<file path="config.mk">
export PLATFORM = sky130hd
export DESIGN_NAME = gcd_isqrt_cell
export DESIGN_NICKNAME = d
export VERILOG_FILES = /design/src/rtl/gcd_pkg.sv /design/src/rtl/gcd_isqrt_cell.sv
export SDC_FILE = /design/constraint.sdc
export NUM_CORES = 1
export LEC_CHECK = 0
export ABC_AREA = 1
export BUFFER_PORTS_ARGS = -buffer_cell sky130_fd_sc_hd__buf_2
export CORE_MARGIN = 4
export CORE_UTILIZATION = 54
export DETAILED_ROUTE_END_ITERATION = 12
export GPL_ROUTABILITY_DRIVEN = 0
export PLACE_DENSITY = 0.82
export SLEW_MARGIN = 20
export SYNTH_ARGS = -nofsm -noshare
export SYNTH_HDL_FRONTEND = slang
export SYNTH_SLANG_ARGS = --single-unit
</file>
<file path="constraint.sdc">
create_clock -name clk_i -period 3.8 [get_ports clk_i]
set_input_delay 1.14 -clock clk_i [delete_from_list [all_inputs] [get_ports clk_i]]
set_output_delay 1.14 -clock clk_i [all_outputs]
set_load 0.05 [all_outputs]
</file>
<file path="src/rtl/gcd_pkg.sv">
`timescale 1ns / 1ps

package gcd_pkg;

  // trig word: Q30 with headroom for cordic growth and angles up to pi
  localparam int TrigW = 33;
  // radicand and root word of the square root cells
  localparam int SqW = 62;
  localparam int SqSteps = 31;

  typedef logic signed [TrigW-1:0] trig_t;
  typedef logic [SqW-1:0] sq_t;

  // one cordic cell payload
  typedef struct packed {
    trig_t x;
    trig_t y;
    trig_t z;
    logic  flag;
  } cordic_t;

  // one square root cell payload, dot product travels alongside
  typedef struct packed {
    sq_t   n;
    sq_t   r;
    trig_t d;
  } sqrt_t;

  localparam trig_t Q30One = 33'sd1073741824;
  localparam trig_t InvGain = 33'sd652032874;
  localparam logic signed [34:0] PiQ30 = 35'sd3373259426;
  localparam logic [24:0] DegToRad = 25'd18740330;
  localparam logic [23:0] RadiusReset = 24'd6378137;
  localparam int DistW = 26;
  localparam int RadiusW = 24;

  function automatic trig_t atan_q30(int i);
    trig_t a;
    a = '0;
    case (i)
      0: a = 33'sd843314856;
      1: a = 33'sd497837829;
      2: a = 33'sd263043836;
      3: a = 33'sd133525158;
      4: a = 33'sd67021686;
      5: a = 33'sd33543515;
      6: a = 33'sd16775850;
      7: a = 33'sd8388437;
      8: a = 33'sd4194282;
      9: a = 33'sd2097149;
      default: begin
        if (i <= 30) a = trig_t'(64'd1 << (30 - i));
        else a = '0;
      end
    endcase
    return a;
  endfunction

endpackage

</file>
<file path="src/rtl/gcd_isqrt_cell.sv">
`timescale 1ns / 1ps

module gcd_isqrt_cell #(
  parameter int STEP = 0
) (
  input  logic           clk_i,
  input  logic           en_i,
  input  gcd_pkg::sqrt_t cell_i,
  output gcd_pkg::sqrt_t cell_o
);

  localparam gcd_pkg::sq_t Bit = gcd_pkg::sq_t'(1) << (2 * (gcd_pkg::SqSteps - 1 - STEP));

  gcd_pkg::sq_t   trial;
  gcd_pkg::sqrt_t cell_d, cell_q;

  always_comb begin
    trial = cell_i.r + Bit;
    cell_d.d = cell_i.d;
    if (cell_i.n >= trial) begin
      cell_d.n = cell_i.n - trial;
      cell_d.r = (cell_i.r >> 1) + Bit;
    end else begin
      cell_d.n = cell_i.n;
      cell_d.r = cell_i.r >> 1;
    end
  end

  always_ff @(posedge clk_i) begin
    if (en_i) cell_q <= cell_d;
  end

  assign cell_o = cell_q;

endmodule

</file>
## After elaboration in Yosys (flattened, before gate mapping)

Cells that the tools add are included.
Widths: inputs -> output; s select.

| cells by class | value |
|---|---|
| add/sub/neg operators | 3 |
| magnitude comparators | 1 |
| mux-type cells | 1 |

Operator list:

| kind | number |
|---|---|
| $mux 124 | 1 |
| $add 61x61->62 const B | 1 |
| $add 62x61->62 const B | 1 |
| $ge 62x62->1 | 1 |
| $sub 62x62->62 | 1 |

| word-level totals | value |
|---|---|
| output and inout port bits | 157 |
| bits in registers | 157 |

## Longest topological paths before layout

| depth | value |
|---|---|
| depth after elaboration | 3 |
| depth in mapped cells | 18 |
| gate-level depth less buffers | 17 |

## Least setup slack after synthesis

OpenSTA, ideal clock, no wires.

| path | value |
|---|---|
| path kind | input to register |
| from | input cell_i[95] in the netlist's numbering |
| to | register cell_q, in the netlist cell_o[93], data pin |
| arrival time | 2845 ps |
| library setup time | 253 ps |
| required time | 3547 ps |
| setup slack | 703 ps |
| path buffers | 1 |
| cell stages on the path | 18 |
| cell sequence | inv_1 ha_1 fa_1 inv_1 nand3_1 nand2_4 nand2_1 nand2_2 nand2_1 nand2_2 nand2_1 nand2_1 nand2_1 nand3_2 buf_6 nand2_1 inv_1 nor2_1 |

RTL lines:

| what | line | RTL |
|---|---|---|
| start: declaration | gcd_isqrt_cell.sv:8 | `input gcd_pkg::sqrt_t cell_i,` |
| end signal: assignment | gcd_isqrt_cell.sv:30 | `if (en_i) cell_q <= cell_d;` |
| end: declaration | gcd_isqrt_cell.sv:15 | `gcd_pkg::sqrt_t cell_d, cell_q;` |

==> reports/metrics.yaml <==
die:
  dieArea_um2: 24100
  ios: 316
  rows: 53
  start_util_pct: 55.4
  die_height_um: 155
  die_w_um: 155
  coreArea_um2: 21200
setup_path:
  start_kind: "input pin"
  cp.arrival_ns: 3.60
  cp_max_fo: 22
  end_kind: "flop"
  setup.worst_path.class: "input pin to flop"
  required_ns: 4.11
  cp-endpoint: "cell_o[135]"
  crit_start: "cell_i[90]"
power_and_ir_drop:
  power_frac_clock_pct: 29.2
  vdd_drop_max_v: 0.000296
  seq_power_share_pct: 35.7
  netSwitchingPower_mw: 2.48
  leakage_nw: 8.09
  p_comb_share_pct: 35.1
  internal_power_mw: 3.66
  power_density_nw_per_um2: 429
  sw_frac_of_total_pct: 40.4
finish:
  largest_reg_flops: 157
  num_antenna_cells: 0
  drive_gt1_share_pct: 20.0
  fillerInstances: 1853
  nets: 2238
  syn_to_final_growth_pct: 22.0
  stdcell_area_um2: 14300
yosys:
  ys_types: 30
  synth.mux.area_fraction_pct: 0
  ys_ff_latch: 157
  syn_inst: 1686
  synth_fa_ha_area_share_pct: 6.79
  synth_xor_area_share_pct: 2.39
  synth_compound_area_share_pct: 2.97
  netlist_area_um2: 11700
  synth_nets: 1908
  synth_top_family_by_area: "simple AND/OR/NAND/NOR gates"
  yosys.area_share.simple_pct: 33.8
  postSynthAreaPerCell_um2: 6.95
  synth_seq_area_share_pct: 40.2
  yosysWarnings: 0
detailed_routing:
  routed_wl_um: 35400
  wl_per_cell_um: 15.4
  drc: 0
  drtIter0Drc: 1341
  vias: 11760
  drt_first_pass_iters: 6
  post_drt_via_cell_ratio: 5.10
  drtAntennaViolNets: 0
cts:
  cts_tree: "done"
  postCtsSetupBuffers: 0
  cts.clk_slew.worst_paths_ns: 0.07
  numCtsBuffers: 17
  ctsHoldBuffers: 0
  clock_sinks: 157
  clockBufferDepth: 2
  cts_root_buf: "clkbuf_16"
  cts-resized-gates: 0
  cts_max_level: 4
sta:
  slew_headroom_pct: 41.6
  period_share_pct: 86.4
  timing.fmax_mhz: 304
  slew_violations: 0
  rsz0062_at_grt: "no"
  min_period_ns: 3.28
  hold_violations: 0
  setup_tns_ns: 0
  finalSetupViolations: 0
  tightest_slew_ns: 0.876
global_route:
  grt_use_total_pct: 28.3
  grt_overflow: 0
  grt_max_degree: 158
  grt_pass1_wl_um: 54200
  antenna_found_initial: 0
  grt_pass1_vias: 10926
status:
  status: "finished clean"
min_path:
  hold_path.class: "input pin to flop"
  holdCritStartpoint: "cell_i[6]"
flow_run:
  maxCapViolCount: 0
place:
  port_buffers: 315
  dp_hpwl_um: 28400
  post_dp_cell_area_um2: 13700
## kinds of logic (layout without fill, tap and decap cells)
logic type,after synthesis,in the layout
AND/OR/NAND/NOR,944,944
buffers and inverters,421,764
XOR/XNOR,32,32
flip-flops,157,157
AO/OA/AOI/OAI,69,69
adder cells (fa/ha/maj),63,63
## worst min path at each step
stage / cells past startpoint / slack [ns] / to
after floorplan: 0 / 1.24 / cell_o[0]
after global placement: 1 / 1.32 / cell_o[32]
after detailed placement: 1 / 1.32 / cell_o[30]
after CTS: 1 / 0.86 / cell_o[22]
after global routing: 1 / 0.85 / cell_o[19]
final: 1 / 0.87 / cell_o[6]
## synthesized netlist by cell type (all sizes together)
cell,number,area [um2]
nand2,652,2480
inv,406,1520
edfxtp,157,4710
nand3,132,726
nor2,118,490
ha,62,776
a21oi,38,190
o21ai,30,150
xor2,30,263
nand4,18,113
buf,15,96.3
nor3,15,96.4
and2,5,31.3
nand3b,2,15.0
xnor2,2,17.5
a21o,1,7.51
and3,1,6.26
fa,1,20.0
nor4,1,6.26
## power by group through the flow
stage                     combinational [mW]  clock (mW)  sequential (mW)
after floorplan                        0.853           0             2.91
after global placement                  2.09           0             2.23
after detailed placement                2.13           0             2.23
after CTS                               2.14        1.81             2.19
after global routing                    2.32        1.90             2.21
final                                   2.16        1.80             2.19
## final cells by class
class,count,area [um2],area share (%)
multi-input cells,1108,5390,37.7
flip-flops and latches,157,4710,33.0
repair buffers,326,1720,12.0
inverters,406,1520,10.7
clock buffers,17,425,2.97
well taps,275,344,2.41
clock inverters,15,191,1.34
## layer usage
metal / vias up / track usage [%] / wire length (um)
met5: - / 0 / 0
met3: 108 / 7.82 / 4050
met4: 0 / 10.5 / 1220
li1: 5826 / - / -
met1: 5162 / 36.5 / 14100
met2: 664 / 45.8 / 16100
## placed cells by master (no fill, tap or decap), types with 4 or more instances in the layout
master / count
edfxtp_1: 157
nor3_1: 12
xor2_1: 30
inv_1: 398
and2_1: 5
nand3_2: 13
clkbuf_16: 17
inv_2: 8
nor2_2: 10
a21oi_1: 38
ha_1: 62
buf_4: 7
nand3_1: 119
inv_8: 7
nand2_2: 9
buf_12: 4
buf_2: 314
nand4_1: 18
nor2_1: 105
o21ai_0: 29
nand2_1: 642
## worst max-delay path: stages
cell     delay (ns)
buf_2          0.09
inv_1          0.04
ha_1           0.37
nand2_1        0.18
inv_1          0.08
nand2_1        0.08
nand2_1        0.08
nand2_1        0.07
nand2_1        0.05
nor2_1         0.21
o21ai_1        0.13
nor2_2         0.65
buf_12         0.26
nand3_1        0.09
nand2_1        0.08
## metrics by stage
| stage | hold WS (ns) | util (%) | cells | setup WS, ns | total power [mW] |
|---|---|---|---|---|---|
| 2_1_floorplan | 1.24 | - | 1686 | 0.703 | 3.77 |
| 3_3_place_gp | 1.32 | 64.7 | 2272 | 0.320 | 4.32 |
| 3_5_place_dp | 1.32 | 64.7 | 2272 | 0.218 | 4.36 |
| 4_1_cts | 0.855 | 67.6 | 2304 | 0.667 | 6.14 |
| 5_1_grt | 0.846 | 67.6 | 2304 | 0.412 | 6.42 |
| 6_report | 0.870 | 67.6 | 2304 | 0.515 | 6.14 |
Power figures use the tool's default switching activity.
