## src/rtl/gcd_pkg.sv

```systemverilog
`timescale 1ns / 1ps

package gcd_pkg;

  // trig word: Q30 with headroom for cordic growth and angles up to pi
  localparam int TrigW = 33;
  // radicand and root word of the square root cells
  localparam int SqW = 62;
  localparam int SqSteps = 31;

  typedef logic signed [TrigW-1:0] trig_t;
  typedef logic [SqW-1:0] sq_t;

  // one cordic cell payload
  typedef struct packed {
    trig_t x;
    trig_t y;
    trig_t z;
    logic  flag;
  } cordic_t;

  // one square root cell payload, dot product travels alongside
  typedef struct packed {
    sq_t   n;
    sq_t   r;
    trig_t d;
  } sqrt_t;

  localparam trig_t Q30One = 33'sd1073741824;
  localparam trig_t InvGain = 33'sd652032874;
  localparam logic signed [34:0] PiQ30 = 35'sd3373259426;
  localparam logic [24:0] DegToRad = 25'd18740330;
  localparam logic [23:0] RadiusReset = 24'd6378137;
  localparam int DistW = 26;
  localparam int RadiusW = 24;

  function automatic trig_t atan_q30(int i);
    trig_t a;
    a = '0;
    case (i)
      0: a = 33'sd843314856;
      1: a = 33'sd497837829;
      2: a = 33'sd263043836;
      3: a = 33'sd133525158;
      4: a = 33'sd67021686;
      5: a = 33'sd33543515;
      6: a = 33'sd16775850;
      7: a = 33'sd8388437;
      8: a = 33'sd4194282;
      9: a = 33'sd2097149;
      default: begin
        if (i <= 30) a = trig_t'(64'd1 << (30 - i));
        else a = '0;
      end
    endcase
    return a;
  endfunction

endpackage

```

## src/rtl/gcd_cordic_cell.sv

```systemverilog
`timescale 1ns / 1ps

module gcd_cordic_cell #(
  parameter int STAGE = 0,
  parameter bit VECTORING = 1'b0
) (
  input  logic             clk_i,
  input  logic             en_i,
  input  gcd_pkg::cordic_t cell_i,
  output gcd_pkg::cordic_t cell_o
);

  localparam gcd_pkg::trig_t Atan = gcd_pkg::atan_q30(STAGE);

  gcd_pkg::trig_t   xs, ys;
  logic             neg;
  gcd_pkg::cordic_t cell_d, cell_q;

  always_comb begin
    xs = cell_i.x >>> STAGE;
    ys = cell_i.y >>> STAGE;
    // rotation steers on z, vectoring drives y toward zero
    neg = VECTORING ? !cell_i.y[gcd_pkg::TrigW-1] : cell_i.z[gcd_pkg::TrigW-1];
    cell_d.flag = cell_i.flag;
    if (neg) begin
      cell_d.x = cell_i.x + ys;
      cell_d.y = cell_i.y - xs;
      cell_d.z = cell_i.z + Atan;
    end else begin
      cell_d.x = cell_i.x - ys;
      cell_d.y = cell_i.y + xs;
      cell_d.z = cell_i.z - Atan;
    end
  end

  always_ff @(posedge clk_i) begin
    if (en_i) cell_q <= cell_d;
  end

  assign cell_o = cell_q;

endmodule

```

## config.mk

```make
export PLATFORM = sky130hd
export DESIGN_NAME = gcd_cordic_cell
export DESIGN_NICKNAME = d
export VERILOG_FILES = /design/src/rtl/gcd_pkg.sv /design/src/rtl/gcd_cordic_cell.sv
export SDC_FILE = /design/constraint.sdc
export NUM_CORES = 1
export LEC_CHECK = 0
export BUFFER_PORTS_ARGS = -buffer_cell sky130_fd_sc_hd__buf_2
export CAP_MARGIN = 20
export CORE_AREA = 2 2 131 133
export CTS_CLUSTER_SIZE = 14
export DETAILED_ROUTE_END_ITERATION = 8
export DIE_AREA = 0 0 133 135
export PLACE_DENSITY = 0.85
export SYNTH_ARGS = -nofsm -noshare
export SYNTH_HDL_FRONTEND = slang
export SYNTH_SLANG_ARGS = --single-unit
export TNS_END_PERCENT = 1
```

## constraint.sdc

```tcl
create_clock -name clk_i -period 10.1 [get_ports clk_i]
set_input_delay 1.515 -clock clk_i [delete_from_list [all_inputs] [get_ports clk_i]]
set_output_delay 1.515 -clock clk_i [all_outputs]
set_load 0.02 [all_outputs]
```

# [Word level (Yosys, flattened, before mapping)]
# Index checks and enable logic that the tools add are counted.
[totals] reg_bits=100
[op_classes] add_sub_neg=5 muxes=1
[ops] cell="2-to-1 mux 99 bit" n=1
[ops] cell="subtractor 33 bit" n=2
[ops] cell="adder 33 x 31 -> 33 bit, second input constant" n=1
[ops] cell="adder 33 bit" n=1
[ops] cell="subtractor 33 x 31 -> 33 bit, second input constant" n=1

# [Logic depth before layout (Yosys ltp)]
[logic_depth] depth_word=2 depth_mapped=14

# [Worst setup path after synthesis]
# OpenSTA, ideal clock, no wires.
[synth_path] path_type="input -> register" start="input port cell_i[33] (netlist name)" end="register cell_q (netlist bit cell_o[32]), data pin" setup_ns=0.258 t_arrival_ns=4.567 setup_slack_ns=5.275 stages=13 path_cell_list="clkbuf_1 -> clkinv_1 -> clkbuf_1 -> fa_1 -> a21oi_1 -> o221ai_1 -> a31oi_1 -> a21oi_1 -> o41ai_1 -> o21ai_1 -> or3_1 -> a31oi_1 -> xnor2_1"
[synth_lines] item="start, declared" line_no="gcd_cordic_cell.sv:9" text="input gcd_pkg::cordic_t cell_i,"
[synth_lines] item="end signal, assigned" line_no="gcd_cordic_cell.sv:37" text="if (en_i) cell_q <= cell_d;"
[synth_lines] item="end, declared" line_no="gcd_cordic_cell.sv:17" text="gcd_pkg::cordic_t cell_d, cell_q;"

==> PnR_summary.wiki <==
{| class="wikitable"
! Metric !! Value
|-
| Internal power summed over all cells || about 970 uW
|-
| Detail-routed net length per standard cell || 17.9 microns
|-
| Inserted Clock Buffers || 9
|-
| Remaining design rule violation count || 0
|-
| Startpoint kind of the worst setup timing path || input port
|-
| Clock-pin transition on the worst setup and hold timing paths || ~0.070 ns
|-
| Number of setup buffers added after CTS || 0
|-
| Count of antenna diodes in the layout || 0
|-
| Critical-path cell with the highest stage delay || sky130_fd_sc_hd__clkinv_1
|-
| Final standard cell utilization of the core || 68.0%
|-
| Status || complete, no violations
|-
| Total number of vias || 9215
|-
| Die outline width || 133 microns
|-
| Clock tree buffer depth || 2
|-
| Netlist cell types || 69
|-
| Clock tree from TritonCTS || done
|-
| Netlist Area Pre-Place || roughly 0.01 sq mm
|-
| Final critical path time including I/O delays and setup || 5.48 ns
|-
| Core Box Area || 0.0164 sq mm
|-
| Number of pins with negative max-slew slack in the final report || 0
|-
| Most used standard cell by instance count after synthesis || sky130_fd_sc_hd__a21oi_1
|-
| Capturing element type of the critical path || register
|-
| Leftover overflow at the end of global routing || 0
|-
| Nets@finish || 1527
|-
| Area delta synth->final || 14.5%
|-
| Largest register FFs || 99
|-
| Syn avg cell area || 8.60 sq um
|-
| Hold Crit Class || input port to register
|-
| FF/Latch Area || 0.00297 sq mm
|-
| Number of iterations in the first detailed-routing pass || 6
|-
| Number of H-tree levels || 3
|-
| Pin slew with the least headroom to its limit || 0.755 ns
|-
| Fmax || 0.183 GHz
|-
| Net switching power || 603 uW
|-
| Post-CTS Resized || 0
|-
| Global-route total usage across every layer || 29.8%
|-
| Top_reg_cell synth || sky130_fd_sc_hd__edfxtp_1
|-
| Layout filler cell count || 1348
|-
| Global-route wire length before repair || 43.1 mm
|-
| Post-detail-place hpwl || 21.7 mm
|-
| Count of input and output buffers || approximately 200
|-
| Critical path buffers and inverters || 3
|-
| Sequential cell area fraction in the yosys report || 30.5%
|-
| Antenna violation net count after detailed routing || 0
|-
| Area taken by multi-input logic gates || 0.00614 sq mm
|-
| IR Drop Worst-Case VDD || 0.0785 mV
|-
| Number of enable-type register cells in the synthesized netlist || 99
|-
| Arrival time reported for the critical path endpoint || 5.58 ns
|-
| Number of standard-cell rows in the floorplan || between 40 and 50
|-
| Syn. warnings || 0
|-
| Gate Count Post-Synth || 1133
|-
| DR vias/cell || a little over 6
|-
| Net switching fraction of the power || 38.3%
|-
| Required time reported for the critical path endpoint || just over 10 ns
|-
| P per Cell Area || around 140 mW/mm^2
|-
| Async set-reset flop share out of synthesis || 0%
|-
| Area fraction of the dominant cell type after synthesis || 30.5%
|-
| Full die area || 0.0180 sq mm
|-
| Hold Violations, Final || 0
|-
| Fraction of layout instances using a drive strength above 1 || 18.4%
|-
| Synth Net Count || 1363
|-
| Height of the chip || about 140 microns
|-
| Total negative slack || 0 ns
|-
| Maximum number of pins on one net before global-route repair || 69
|-
| Clock root buffer || sky130_fd_sc_hd__clkbuf_16
|-
| Crit-path cells || buf_2 -> clkinv_1 -> buf_4 -> ha_1 -> nand3_1 -> o221ai_1 -> a31oi_1 -> a21oi_1 -> o41ai_1 -> o21ai_1 -> or3_1 -> a31oi_1 -> xnor2_1
|-
| Cts hold-fix bufs || 0
|-
| Clock Power Share || a little under a quarter
|-
| Peak fanout along the critical path || 38
|-
| Sinks on the clock net || 99
|-
| Number of standard cells in the final layout excluding fillers || between 1500 and 2000
|-
| Largest area contributor in the synthesized netlist || sky130_fd_sc_hd__edfxtp_1
|-
| Worst Hold Slack || 1.34 ns
|-
| Endpoints failing setup || 0
|-
| Weighted congestion at the end of routability-driven global placement || 1.00
|-
| Part of the total power dissipated in sequential elements || 35.8%
|-
| Relative contribution of combinational cells to total power || 40.9%
|-
| Flip-flop and latch count after synthesis || 99
|-
| Post-detailed-routing wire length || 27.3 mm
|-
| Post-synth top cells || sky130_fd_sc_hd__a21oi_1 (135), sky130_fd_sc_hd__ha_1 (124), sky130_fd_sc_hd__inv_1 (105)
|-
| Unrepaired setup endpoints after global routing || no
|-
| Slew headroom || roughly half
|-
| Boundary Pins || 202
|-
| WS Path Type || input port to register
|-
| Initial standard-cell utilization of the core || 59.4%
|-
| Violation count after the first detailed-route iteration || 1030
|-
| Slowest stage delay, CP || 0.67 ns
|-
| Area after DPL || 0.0108 sq mm
|-
| Vias in the first global route || 8549
|-
| Cell area after layout || 0.0112 sq mm
|-
| Maxcap violations || 0
|-
| Leading cell types by total area after synthesis || sky130_fd_sc_hd__edfxtp_1 (31%), sky130_fd_sc_hd__ha_1 (16%), sky130_fd_sc_hd__a21oi_1 (6.9%)
|-
| Delay-heaviest family, CP || buffers and inverters
|-
| Number of antenna violations at the first check in global routing || 0
|-
| Fraction of the cycle the final worst path needs || a little over half
|-
| Placed cells || 1506
|-
| LEAKAGE || around 0.0051 uW
|-
| Crit-path most repeated cell || sky130_fd_sc_hd__a31oi_1
|}
## area by class of cell
| class | count | area share [%] |
|---|---|---|
| inverters | 109 | 3.67 |
| clock inverters | 7 | 0.853 |
| multi-input cells | 874 | 55.1 |
| repair buffers | 204 | 9.24 |
| well taps | 220 | 2.47 |
| clock buffers | 9 | 2.02 |
| flip-flops and latches | 99 | 26.7 |
## cell usage in the layout, fill, tap and decap left out, types with 16 or more instances in the layout
| cell | count |
|---|---|
| sky130_fd_sc_hd__nand2_1 | 60 |
| sky130_fd_sc_hd__xor2_1 | 16 |
| sky130_fd_sc_hd__edfxtp_1 | 99 |
| sky130_fd_sc_hd__a21oi_1 | 135 |
| sky130_fd_sc_hd__nand3_1 | 27 |
| sky130_fd_sc_hd__a21o_1 | 40 |
| sky130_fd_sc_hd__nor2_1 | 82 |
| sky130_fd_sc_hd__ha_1 | 124 |
| sky130_fd_sc_hd__buf_2 | 200 |
| sky130_fd_sc_hd__inv_1 | 105 |
| sky130_fd_sc_hd__o21ai_0 | 85 |
| sky130_fd_sc_hd__xnor2_1 | 71 |
| sky130_fd_sc_hd__nor3_1 | 28 |
## per-stage QoR
step / setup WS [ns] / total power [uW]
2_1_floorplan: 5.28 / 1000
4_1_cts: 4.72 / 1570
5_1_grt: 4.27 / 1650
3_5_place_dp: 4.35 / 1200
3_3_place_gp: 4.48 / 1190
6_report: 4.62 / 1580
## path summary, 6_finish.rpt
check | from | endpoint | slack, ns | cells past startpoint
worst min-delay path | cell_i[1] | cell_o[1]$_DFFE_PP_ | 1.34 | 1
worst max-delay path | cell_i[33] | cell_o[32]$_DFFE_PP_ | 4.62 | 13
## cell families (layout without fill, tap and decap cells)
| kind of cell | Yosys count | in the layout | share of synthesized area (%) |
|---|---|---|---|
| compound gates | 386 | 386 | 24.7 |
| simple gates | 264 | 264 | 12.9 |
| buf+inv | 160 | 329 | 6.38 |
| fa+ha+maj | 128 | 128 | 16.8 |
| flops | 99 | 99 | 30.5 |
| xor+xnor | 87 | 87 | 7.82 |
| mux | 9 | 9 | 0.938 |
## power by group through the flow
stage | logic (uW) | clock network [uW] | registers [uW]
final | 644 | 367 | 564
after global routing | 694 | 381 | 569
after CTS | 633 | 368 | 565
after detailed placement | 630 | 0 | 574
after global placement | 618 | 0 | 572
after floorplan | 343 | 0 | 659
## layer usage
| metal | routed length (microns) | up-vias | GRT usage, % |
|---|---|---|---|
| li1 | - | 4418 | - |
| met1 | 11300 | 4248 | 41.2 |
| met2 | 12500 | 500 | 48.7 |
| met3 | 2870 | 49 | 4.80 |
| met4 | 622 | 0 | 8.60 |
| met5 | 0 | - | 0 |
No activity file was read; power rests on OpenSTA's default activity.
