<file path="src/rtl/gcd_pkg.sv">
`timescale 1ns / 1ps

package gcd_pkg;

  // trig word: Q30 with headroom for cordic growth and angles up to pi
  localparam int TrigW = 33;
  // radicand and root word of the square root cells
  localparam int SqW = 62;
  localparam int SqSteps = 31;

  typedef logic signed [TrigW-1:0] trig_t;
  typedef logic [SqW-1:0] sq_t;

  // one cordic cell payload
  typedef struct packed {
    trig_t x;
    trig_t y;
    trig_t z;
    logic  flag;
  } cordic_t;

  // one square root cell payload, dot product travels alongside
  typedef struct packed {
    sq_t   n;
    sq_t   r;
    trig_t d;
  } sqrt_t;

  localparam trig_t Q30One = 33'sd1073741824;
  localparam trig_t InvGain = 33'sd652032874;
  localparam logic signed [34:0] PiQ30 = 35'sd3373259426;
  localparam logic [24:0] DegToRad = 25'd18740330;
  localparam logic [23:0] RadiusReset = 24'd6378137;
  localparam int DistW = 26;
  localparam int RadiusW = 24;

  function automatic trig_t atan_q30(int i);
    trig_t a;
    a = '0;
    case (i)
      0: a = 33'sd843314856;
      1: a = 33'sd497837829;
      2: a = 33'sd263043836;
      3: a = 33'sd133525158;
      4: a = 33'sd67021686;
      5: a = 33'sd33543515;
      6: a = 33'sd16775850;
      7: a = 33'sd8388437;
      8: a = 33'sd4194282;
      9: a = 33'sd2097149;
      default: begin
        if (i <= 30) a = trig_t'(64'd1 << (30 - i));
        else a = '0;
      end
    endcase
    return a;
  endfunction

endpackage

</file>
<file path="src/rtl/gcd_angle_prep.sv">
`timescale 1ns / 1ps

module gcd_angle_prep #(
  parameter int ANGLE_FRAC_BITS = 20,
  parameter int IN_W = 29
) (
  input  logic                   clk_i,
  input  logic                   en_i,
  input  logic signed [IN_W-1:0] angle_i,
  output gcd_pkg::trig_t         z_o,
  output logic                   neg_cos_o
);

  localparam longint unsigned Full = 64'd360 << ANGLE_FRAC_BITS;
  localparam longint unsigned Half = 64'd180 << ANGLE_FRAC_BITS;
  localparam longint unsigned Quarter = 64'd90 << ANGLE_FRAC_BITS;
  localparam longint unsigned Recip = ((64'd1 << 32) + Full - 64'd1) / Full;
  localparam int PrW = IN_W + 18;
  localparam int QW = IN_W - 14;
  localparam int PW = 50;
  localparam int RW = ANGLE_FRAC_BITS + 9;
  localparam int SW = ANGLE_FRAC_BITS + 10;
  localparam int MW = ANGLE_FRAC_BITS + 7;
  localparam int DW = MW + 25;

  localparam logic signed [17:0] RecipS = 18'(Recip);
  localparam logic signed [34:0] FullS = 35'(Full);
  localparam logic signed [PW-1:0] FullP = PW'(Full);
  localparam logic signed [SW-1:0] FullW = SW'(Full);
  localparam logic signed [SW-1:0] HalfW = SW'(Half);
  localparam logic signed [SW-1:0] QuarterW = SW'(Quarter);
  localparam logic [DW-1:0] RoundC = DW'(1) << (ANGLE_FRAC_BITS - 1);

  logic signed [IN_W-1:0] d1_q, d2_q;
  logic signed [PrW-1:0]  prod1_q;
  logic signed [QW-1:0]   quot;
  logic signed [PW-1:0]   p2_q, rem_raw, rem_fix;
  logic [RW-1:0]          r3_q;
  logic signed [SW-1:0]   sgn, fold, fold_abs;
  logic [MW-1:0]          mag4_q;
  logic                   neg_a4_q, neg_c4_q, neg_a5_q, neg_c5_q, neg_c6_q;
  logic                   fold_negc;
  logic [DW-1:0]          p5_q, p5_rnd;
  gcd_pkg::trig_t         z_mag, z6_q;

  // quotient estimate by reciprocal, off by at most one turn
  always_comb begin
    quot = prod1_q[PrW-1:32];
    rem_raw = PW'(d2_q) - p2_q;
    if (rem_raw < 0) rem_fix = rem_raw + FullP;
    else if (rem_raw >= FullP) rem_fix = rem_raw - FullP;
    else rem_fix = rem_raw;
  end

  // to [-180,180) and folded into [-90,90]
  always_comb begin
    sgn = $signed({1'b0, r3_q});
    if (sgn >= HalfW) sgn = sgn - FullW;
    fold_negc = 1'b0;
    if (sgn > QuarterW) begin
      fold = HalfW - sgn;
      fold_negc = 1'b1;
    end else if (sgn < -QuarterW) begin
      fold = -HalfW - sgn;
      fold_negc = 1'b1;
    end else begin
      fold = sgn;
    end
    fold_abs = fold[SW-1] ? -fold : fold;
  end

  always_comb begin
    p5_rnd = (p5_q + RoundC) >> ANGLE_FRAC_BITS;
    z_mag = gcd_pkg::trig_t'(p5_rnd);
  end

  always_ff @(posedge clk_i) begin
    if (en_i) begin
      d1_q     <= angle_i;
      prod1_q  <= PrW'(angle_i) * PrW'(RecipS);
      d2_q     <= d1_q;
      p2_q     <= PW'(quot * FullS);
      r3_q     <= rem_fix[RW-1:0];
      mag4_q   <= fold_abs[MW-1:0];
      neg_a4_q <= fold[SW-1];
      neg_c4_q <= fold_negc;
      p5_q     <= DW'(mag4_q) * DW'(gcd_pkg::DegToRad);
      neg_a5_q <= neg_a4_q;
      neg_c5_q <= neg_c4_q;
      z6_q     <= neg_a5_q ? -z_mag : z_mag;
      neg_c6_q <= neg_c5_q;
    end
  end

  assign z_o = z6_q;
  assign neg_cos_o = neg_c6_q;

endmodule

</file>
<file path="config.mk">
export PLATFORM = sky130hd
export DESIGN_NAME = gcd_angle_prep
export DESIGN_NICKNAME = d
export VERILOG_FILES = /design/src/rtl/gcd_pkg.sv /design/src/rtl/gcd_angle_prep.sv
export SDC_FILE = /design/constraint.sdc
export NUM_CORES = 1
export LEC_CHECK = 0
export ABC_AREA = 1
export BUFFER_PORTS_ARGS = -buffer_cell sky130_fd_sc_hd__buf_2
export CELL_PAD_IN_SITES_DETAIL_PLACEMENT = 2
export CELL_PAD_IN_SITES_GLOBAL_PLACEMENT = 2
export CORE_AREA = 2 2 371 189
export DETAILED_ROUTE_END_ITERATION = 16
export DIE_AREA = 0 0 373 191
export HOLD_SLACK_MARGIN = 0.12
export PLACE_DENSITY_LB_ADDON = 0.1
export SYNTH_ARGS = -nofsm -noshare
export SYNTH_HDL_FRONTEND = slang
export SYNTH_SLANG_ARGS = --single-unit
</file>
<file path="constraint.sdc">
create_clock -name clk_i -period 7.81 [get_ports clk_i]
set_clock_uncertainty 0.1 [all_clocks]
set_input_delay 0.781 -clock clk_i [delete_from_list [all_inputs] [get_ports clk_i]]
set_output_delay 0.781 -clock clk_i [all_outputs]
set_load 0.005 [all_outputs]
</file>
-- After elaboration in Yosys (flattened, before gate mapping)
Index checks and enable logic that the tools add are counted.
- logic and storage cells: 39
- ROM bits: 0
- memories: 0
- flip-flop bits (word level): 262
- bits in writable memories: 0
- bits in latches: 0
- $mul: 3
- equality and inequality tests: 0
- reductions and logical operators: 0
- shift operators: 0
- $lt $le $gt $ge: 5
- $add $sub $neg: 9
- muxes and demuxes: 8
- bitwise logic cells: 0
- div/mod/pow operators: 0
- operators by type and width (operator ; number):
    2-to-1 mux 30 bit ; 3
    subtractor 29 x 30 -> 30 bit (first input constant) ; 2
    2-to-1 mux 29 bit ; 2
    adder 52 x 20 -> 52 bit (second input constant) ; 1
    multiplier 27 x 24 -> 51 bit (second input constant) ; 1
    >= comparator 50 x 30 -> 1 bit (second input constant) ; 1
    less-than comparator 50 x 1 -> 1 bit (second input constant) ; 1
    subtractor 29 x 50 -> 50 bit ; 1
    negator 32 -> 33 bit ; 1
    multiplier 29 x 3 -> 32 bit (second input constant) ; 1
    2-to-1 mux 32 bit ; 1
    > comparator 30 x 28 -> 1 bit (second input constant) ; 1
    less-than comparator 30 x 28 -> 1 bit (second input constant) ; 1
    subtractor 29 x 29 -> 30 bit (second input constant) ; 1
    adder 29 bit (second input constant) ; 1
    >= comparator 29 x 28 -> 1 bit (second input constant) ; 1
    subtractor 29 bit (second input constant) ; 1
    2-to-1 mux 27 bit ; 1
    negator 27 bit ; 1
    multiplier 2 x 7 -> 9 bit (second input constant) ; 1
    2-to-1 mux 1 bit ; 1

-- Logic depth before layout (Yosys ltp)
Gate-level depths: netlist of the first run.
- depth in word-level cells: 7
- gate-level depth with buffers: 29

-- Worst setup path after synthesis of the first run
No wires, ideal clock.
- kind: reg-to-reg
- from: register mag4_q[5]
- to: register p5_q[45] (data pin)
- period minus slack after synthesis: 6.444 ns
- path slack: 1.366 ns
- cell stages (with the launch flop): 27
- buffers on the path: 0
- arrival: 6.085 ns
- cell sequence: edfxtp_1 inv_1 fa_1 fa_1 fa_1 fa_1 inv_1 fa_1 fa_1 inv_1 fa_1 inv_1 ha_1 a21oi_1 o21ai_0 a21oi_1 o21ai_0 a21oi_1 inv_1 a21oi_1 inv_1 nand3_1 inv_1 nor2_1 nor3_1 nor3_1 xnor2_1
- cells in the longest elaborated chain, start to end: 1
- RTL lines (what ; RTL line ; text):
    from (decl) ; gcd_angle_prep.sv:40 ; logic [MW-1:0] mag4_q;
    from (signal assigned) ; gcd_angle_prep.sv:84 ; mag4_q <= fold_abs[MW-1:0];
    multiplier 27 x 24 -> 51 bit ; gcd_angle_prep.sv:87 ; p5_q <= DW'(mag4_q) * DW'(gcd_pkg::DegToRad);
    to (signal assigned) ; gcd_angle_prep.sv:87 ;
    to (decl) ; gcd_angle_prep.sv:43 ; logic [DW-1:0] p5_q, p5_rnd;
No other way between the ends.
A chain may end at the register's enable or synchronous reset.

-- Worst setup path in the final report of the first run
- from: register mag4_q[8]
- to: register p5_q[51] (data pin)
Same word-level chain as after synthesis.

==> results of run 1 <==
-- cell usage after synthesis, types with 3 or more instances --
library cell	instances	area (µm²)
o21a_1	9	67.6
inv_2	8	30.0
a31oi_1	8	50.1
nand4_1	33	206
nor2_2	5	31.3
edfxtp_1	192	5770
buf_4	3	22.5
xor2_1	97	850
o21ai_1	10	50.1
o21ai_0	52	260
nand2_4	8	90.1
o22ai_1	3	18.8
fa_1	290	5810
buf_6	6	67.6
nand3_1	97	485
nand3_2	3	30.0
buf_2	5	25.0
a21o_1	3	22.5
o31ai_1	5	37.5
nor2_1	144	541
a21oi_1	82	410
inv_1	648	2430
o211ai_1	4	30.0
a211oi_1	6	45.0
o221ai_1	5	43.8
nand2_1	391	1470
nor3_1	23	115
or2_2	4	25.0
nor2_4	3	33.8
nor3b_1	3	22.5
nand2_2	18	113
nor4_1	7	43.8
xnor2_1	35	307
o21ai_2	4	35.0
ha_1	307	3840
-- worst max-delay path, delay by kind of cell (launching register included) --
kind | cells | cell delay [ns]
compound gates | 5 | 1.19
xor+xnor | 1 | 0.15
fa+ha+maj | 8 | 3.98
buf+inv | 5 | 0.43
flops | 1 | 0.57
simple gates | 6 | 0.80
-- final cells by class --
class | instances | area (µm²)
clock buffers | 17 | 425
well taps | 910 | 1140
multi-input cells | 1682 | 15300
inverters | 657 | 2470
fillers | 7470 | 42300
flip-flops and latches | 192 | 5770
clock inverters | 15 | 181
repair buffers | 86 | 494
-- cells by family after synthesis --
logic type | Yosys count | synth area share
XOR/XNOR | 134 | 0.0502
buffers and inverters | 673 | 0.109
flip-flops | 192 | 0.243
adder cells (fa/ha/maj) | 597 | 0.407
AND/OR/NAND/NOR | 749 | 0.140
AO/OA/AOI/OAI | 202 | 0.0499
-- registers in the layout, summed over array words and instances (netlist names), 2 cells and up --
name,count
p2_q,5
d1_q,29
p5_q,33
prod1_q,2
z_o,33
d2_q,29
mag4_q,27
r3_q,29
-- final timing paths --
| check | start | end | slack (ns) | depth (start not counted) |
|---|---|---|---|---|
| max reg2reg | mag4_q[8]$_DFFE_PP_ | p5_q[51]$_DFFE_PP_ | 0.31 | 25 |
| min reg2reg | d1_q[14]$_DFFE_PP_ | d2_q[14]$_DFFE_PP_ | 0.33 | 0 |
| max | mag4_q[8]$_DFFE_PP_ | p5_q[51]$_DFFE_PP_ | 0.31 | 25 |
| min | d1_q[14]$_DFFE_PP_ | d2_q[14]$_DFFE_PP_ | 0.33 | 0 |
-- routing by layer --
layer	global-route usage	up-vias	wire, µm
met1	0.387	9169	45700
met3	0.0812	18	7050
met5	0	-	0
met2	0.306	330	29100
li1	-	8159	-
met4	0.0277	0	437
-- placed cells by master, fill, tap and decap left out, types with 23 or more instances in the layout --
cell type,Yosys,routed
inv_1,648,648
xor2_1,97,97
nand3_1,97,97
edfxtp_1,192,192
buf_2,5,63
ha_1,307,307
fa_1,290,290
xnor2_1,35,35
a21oi_1,82,80
nor2_1,144,144
nand2_1,391,391
nand4_1,33,33
o21ai_0,52,52
nor3_1,23,23
-- per-stage QoR --
stage / utilization / area (µm²) / setup slack (ns) / instances / hold WS, ns
2_1_floorplan: - / 23700 / 1.37 / 2547 / 0.300
3_3_place_gp: 0.370 / 25200 / 0.394 / 3527 / 0.302
3_5_place_dp: 0.370 / 25200 / 0.248 / 3527 / 0.306
4_1_cts: 0.379 / 25800 / 0.247 / 3559 / 0.328
5_1_grt: 0.379 / 25800 / 0.0370 / 3559 / 0.328
6_report: 0.379 / 25800 / 0.313 / 3559 / 0.327
-- repair_timing --
item / CTS / global route
endpoints found under the setup margin: 0 / 4
hold endpoints to repair: 0 / 0
gates resized for setup: 0 / 2
==> results.cfg, run 1 <==
[cts]
clkLatencyLatePin_ns = 0.51
clock_sinks = 192
htreeDepth = 4
cts_hold_buf = 0
path_clk_slew_ns = 0.09
cts-root-buf = clkbuf_16
post_cts_buffers = 0
cts_max_path_buffers = 2
cts_inserted_buffers = 17
cts_tree = built

[setup_path]
cp.required_ns = 7.97
start_kind = flop
crit_fanout = 6
crit_arrival_ns = 7.65
crit_path_top_delay_cell = edfxtp_1
critPathKind = flop to flop
cp-end-kind = flop
path_common_cell = fa_1
max_stage_delay_ns = 0.57

[global_route]
grt_pass1_vias = 19700
grtUsageTotal = 0.241
grt_max_degree = 68
grt_overflow = 0
antenna_found_initial = 1
grt_pass1_wl_mm = 126

[die]
die_area_um2 = 71200
io-pin-count = 65
num_rows = 68
dieWidth_um = 373
die_h_um = 191
core_um2 = 68200
start_util = 0.348

[hold_path]
hold_class = flop to flop

[sta]
slew_violations = 0
fmax_mhz = 133
period_minus_slack_ns = 7.50
min_period_over_period = 0.960
relSlewSlack = 0.315
worstMarginPinSlew_ns = 1.03
rsz0062_at_grt = no
tns_ns = 0
setup_violations = 0
hold_viol = 0

[final_layout]
area_delta_synth_final_pct = 8.97
layout-drive-gt1-share = 0.0702
layout.nets = 3264
insertedDiodeCount = 0

[placement]
gp_congestion = 0.928
hpwl_mm = 71.9
portBuffers = 64

[synth]
yosys_warnings = 0
ys_seq_area_frac = 0.243
avgSynthCellArea_um2 = 9.30
ys_ff_latch = 192
synthArstFlopShare = 0
synth_area_um2 = 23700
synth-edff-count = 192
syn_nets = 3175
synth_cell_types = 55
netlist_instances = 2547
ys.flop_type = edfxtp_1

[routing]
drtIter0Drc = 1185
wl_mm = 82.3
ant_nets = 0
avgViaCountPerCell = 4.97
drtPass1Iterations = 5
drc = 0
vias = 17700
wl_per_cell_um = 23.1

[status]
status = complete, no violations

[flow_run]
drv_cap = 0
Power of run 1 is left out: the tool's default activity adds up to more than one toggle a clock period on the data nets, which glitch-free logic cannot reach.
==> inputs of run 2 (changes only) <==
Settings changed: CELL_PAD_IN_SITES_DETAIL_PLACEMENT 2 to 1.
Clock period 7.81 ns to 8.3 ns, I/O delays scaled along.
==> results.cfg, run 2 (synthesized netlist as in run 1, its figures left out) <==
[flow_run]
drv_cap = 0

[final_layout]
layout_common_cells = 648 x inv_1, 391 x nand2_1, 307 x ha_1, 290 x fa_1, 192 x edfxtp_1
final_common_cell = inv_1
layout-drive-gt1-share = 0.0649
insertedDiodeCount = 0
layout.nets = 3250
area_delta_synth_final_pct = 8.52
fillers = 7858

[die]
io-pin-count = 65
die_h_um = 191
start_util = 0.348
num_rows = 68
dieWidth_um = 373
die_area_um2 = 71200
core_um2 = 68200

[cts]
clkLatencyLatePin_ns = 0.51
htreeDepth = 4
post_cts_buffers = 0
cts-root-buf = clkbuf_16
cts_resized = 0
path_clk_slew_ns = 0.09
cts_max_path_buffers = 2
cts_tree = built
cts_hold_buf = 0
clock_sinks = 192
cts_inserted_buffers = 17

[global_route]
grt_pass1_vias = 18300
grtUsageTotal = 0.219
grt_max_degree = 68
grt_pass1_wl_mm = 115
antenna_found_initial = 2
grt_overflow = 0

[setup_path]
r2r_start = mag4_q[5]$_DFFE_PP_
cp-endpoint = p5_q[49]$_DFFE_PP_
cp.required_ns = 8.46
crit_fanout = 6
start_kind = flop
reg2reg_to = p5_q[49]$_DFFE_PP_
r2r_cells = 24
rrSetupSlack_ns = 0.68
cp-end-kind = flop
crit_start = mag4_q[5]$_DFFE_PP_
crit_arrival_ns = 7.78
critPathKind = flop to flop

[routing]
wl_mm = 74.5
drc = 0
wl_per_cell_um = 21.0
drtIter0Drc = 1330
ant_nets = 0
drtPass1Iterations = 5
avgViaCountPerCell = 4.86
vias = 17200

[sta]
fmax_mhz = 131
min_period_over_period = 0.918
period_minus_slack_ns = 7.62
tns_ns = 0
slew_violations = 0
setup_violations = 0
worstMarginPinSlew_ns = 1.00
rsz0062_at_grt = no
hold_viol = 0
relSlewSlack = 0.333

[placement]
gp_congestion = 0.933
portBuffers = 64
hpwl_mm = 65.3

[status]
status = complete, no violations

[hold_path]
hold_class = flop to flop
run 2: worst max-delay path, cell delays in order (launching register included):
cell and delay [ns]:
edfxtp_1 0.54, inv_1 0.23, fa_1 0.54, fa_1 0.57, fa_1 0.45, fa_1 0.51
inv_1 0.06, fa_1 0.51, fa_1 0.55, inv_1 0.06, fa_1 0.53, inv_1 0.04
ha_1 0.35, a21oi_1 0.20, o21ai_0 0.16, a21oi_1 0.15, o21ai_0 0.09, a21oi_1 0.32
inv_1 0.10, a21oi_1 0.48, o21ai_0 0.27, nand3_1 0.13, o211ai_1 0.16, a21oi_1 0.20
xor2_1 0.09
run 2: final cells by class:
cell class	instances	area, µm²	area share
Inverter	657	2470	0.0960
Multi-Input combinational cell	1682	15300	0.596
Sequential cell	192	5770	0.224
Timing Repair Buffer	72	389	0.0151
Clock buffer	17	425	0.0165
Clock inverter	15	188	0.00730
Tap cell	910	1140	0.0443
run 2: worst min-delay path by stage:
stage                            start                 end  slack, ns  cells after the start
global placement     d1_q[3]$_DFFE_PP_   d2_q[3]$_DFFE_PP_       0.30                      0
global route        d2_q[11]$_DFFE_PP_  r3_q[11]$_DFFE_PP_       0.32                      0
floorplan            d1_q[0]$_DFFE_PP_   d2_q[0]$_DFFE_PP_       0.30                      0
CTS                 d2_q[11]$_DFFE_PP_  r3_q[11]$_DFFE_PP_       0.31                      0
finish              d1_q[27]$_DFFE_PP_  d2_q[27]$_DFFE_PP_       0.31                      0
detailed placement  d1_q[22]$_DFFE_PP_  d2_q[22]$_DFFE_PP_       0.31                      0
run 2: per-stage QoR:
| step | hold WS (ns) | utilization | setup slack, ns | std cells | cell area, µm² |
|---|---|---|---|---|---|
| 5_1_grt | 0.323 | 0.377 | 0.245 | 3545 | 25700 |
| 2_1_floorplan | 0.300 | - | 1.86 | 2547 | 23700 |
| 4_1_cts | 0.314 | 0.377 | 0.783 | 3545 | 25700 |
| 3_3_place_gp | 0.303 | 0.368 | 0.844 | 3513 | 25100 |
| 6_report | 0.313 | 0.377 | 0.680 | 3545 | 25700 |
| 3_5_place_dp | 0.305 | 0.368 | 0.793 | 3513 | 25100 |
run 2: routing by layer:
layer  vias to the layer above  GRT usage  wire length (µm)
met4                         2     0.0267               385
li1                       8126          -                 -
met1                      8758      0.386             45100
met5                         -          0                13
met3                        21     0.0565              5400
met2                       320      0.249             23600
Power of run 2 is left out for the same reason.
==> inputs of run 3 (changes only) <==
Settings changed: BUFFER_PORTS_ARGS -buffer_cell sky130_fd_sc_hd__buf_2 to not set, CTS_CLUSTER_SIZE set to 14, DONT_BUFFER_PORTS set to 1, PLACE_DENSITY set to 0.75, PLACE_DENSITY_LB_ADDON 0.1 to not set.
==> results.cfg, run 3 (synthesized netlist as in run 1, its figures left out) <==
[status]
status = complete, no violations

[cts]
path_clk_slew_ns = 0.08
cts_hold_buf = 0
cts_inserted_buffers = 17
clkLatencyLatePin_ns = 0.48
clock_sinks = 192
cts_resized = 0
htreeDepth = 4
cts_max_path_buffers = 2
post_cts_buffers = 0
cts_tree = built
cts-root-buf = clkbuf_16

[final_layout]
layout-drive-gt1-share = 0.0398
layout_common_cells = 648 x inv_1, 391 x nand2_1, 307 x ha_1, 290 x fa_1, 192 x edfxtp_1
insertedDiodeCount = 0
final_common_cell = inv_1
fillers = 7858
area_delta_synth_final_pct = 7.03
layout.nets = 3182

[sta]
relSlewSlack = 0.313
slew_violations = 0
tns_ns = 0
setup_violations = 0
rsz0062_at_grt = no
hold_viol = 0
min_period_over_period = 0.891
fmax_mhz = 135
period_minus_slack_ns = 7.39
worstMarginPinSlew_ns = 1.02

[die]
die_area_um2 = 71200
dieWidth_um = 373
core_um2 = 68200
die_h_um = 191
start_util = 0.348
io-pin-count = 65
num_rows = 68

[setup_path]
r2r_cells = 25
cp.required_ns = 8.53
crit_fanout = 6
cp-end-kind = flop
cp-endpoint = p5_q[51]$_DFFE_PP_
r2r_start = mag4_q[16]$_DFFE_PP_
start_kind = flop
critPathKind = flop to flop
rrSetupSlack_ns = 0.91
crit_arrival_ns = 7.62
crit_start = mag4_q[16]$_DFFE_PP_
reg2reg_to = p5_q[51]$_DFFE_PP_

[placement]
hpwl_mm = 61.6
gp_congestion = 0.980
portBuffers = 0

[global_route]
grt_pass1_wl_mm = 111
antenna_found_initial = 0
grt_pass1_vias = 18300
grtUsageTotal = 0.209
grt_overflow = 0
grt_max_degree = 193

[routing]
vias = 17100
avgViaCountPerCell = 4.91
ant_nets = 0
drc = 0
drtIter0Drc = 1380
wl_mm = 71.0
drtPass1Iterations = 5
wl_per_cell_um = 20.4

[flow_run]
drv_cap = 0

[hold_path]
min_path_cells = 0
hold_class = flop to flop
[run 3: cell count changes in the layout (fill, tap and decap cells not counted)]
cell | previous run | this run
buf_2 | 63 | 0
buf_4 | 8 | 4
bufinv_16 | 0 | 1
clkbuf_8 | 1 | 0
clkinv_2 | 1 | 0
clkinv_4 | 2 | 3
inv_12 | 2 | 1
inv_8 | 3 | 2
[run 3: critical path, cell delays in order, from the launching register on]
cell      delay, ns
edfxtp_1       0.61
inv_1          0.23
fa_1           0.50
fa_1           0.54
inv_1          0.05
fa_1           0.51
fa_1           0.46
fa_1           0.52
fa_1           0.54
inv_1          0.05
fa_1           0.53
inv_1          0.05
ha_1           0.39
nand2_1        0.13
nor2_1         0.19
nand2_1        0.14
nor4_1         0.35
a21oi_1        0.23
inv_1          0.10
nand2_1        0.06
nand2_1        0.25
nand3_1        0.11
o211ai_1       0.21
nand2_1        0.10
nand3_1        0.10
xor2_1         0.17
[run 3: area by class of cell]
| class | count | area (µm²) | area share |
|---|---|---|---|
| Tap cell | 910 | 1140 | 0.0449 |
| Inverter | 657 | 2470 | 0.0974 |
| Timing Repair Buffer | 4 | 30.0 | 0.00118 |
| Multi-Input combinational cell | 1682 | 15300 | 0.605 |
| Clock buffer | 17 | 425 | 0.0168 |
| Clock inverter | 14 | 194 | 0.00765 |
| Sequential cell | 192 | 5770 | 0.227 |
[run 3: worst min-delay path by stage]
stage	start	endpoint	slack [ns]
after floorplan	d1_q[0]$_DFFE_PP_	d2_q[0]$_DFFE_PP_	0.30
after global placement	d1_q[0]$_DFFE_PP_	d2_q[0]$_DFFE_PP_	0.30
after detailed placement	d1_q[5]$_DFFE_PP_	d2_q[5]$_DFFE_PP_	0.31
after CTS	angle_i[0]	d1_q[0]$_DFFE_PP_	0.30
after global routing	angle_i[0]	d1_q[0]$_DFFE_PP_	0.30
final	d1_q[5]$_DFFE_PP_	d2_q[5]$_DFFE_PP_	0.32
[run 3: per-stage QoR]
step	worst slack, ns	std cells	cell area, µm²	hold slack (ns)	utilization
floorplan	1.86	2547	23700	0.300	-
global placement	0.997	3445	24700	0.303	0.363
detailed placement	0.949	3445	24700	0.306	0.363
CTS	0.936	3476	25400	0.305	0.372
global route	0.385	3476	25400	0.300	0.372
finish	0.908	3476	25400	0.324	0.372
[run 3: metal layers]
metal	vias to the layer above	routed length, µm	GRT usage
li1	7999	-	-
met1	8652	39500	0.343
met3	25	6620	0.0670
met5	-	0	0
met2	396	24400	0.258
met4	0	389	0.0270
Power of run 3 is left out for the same reason.
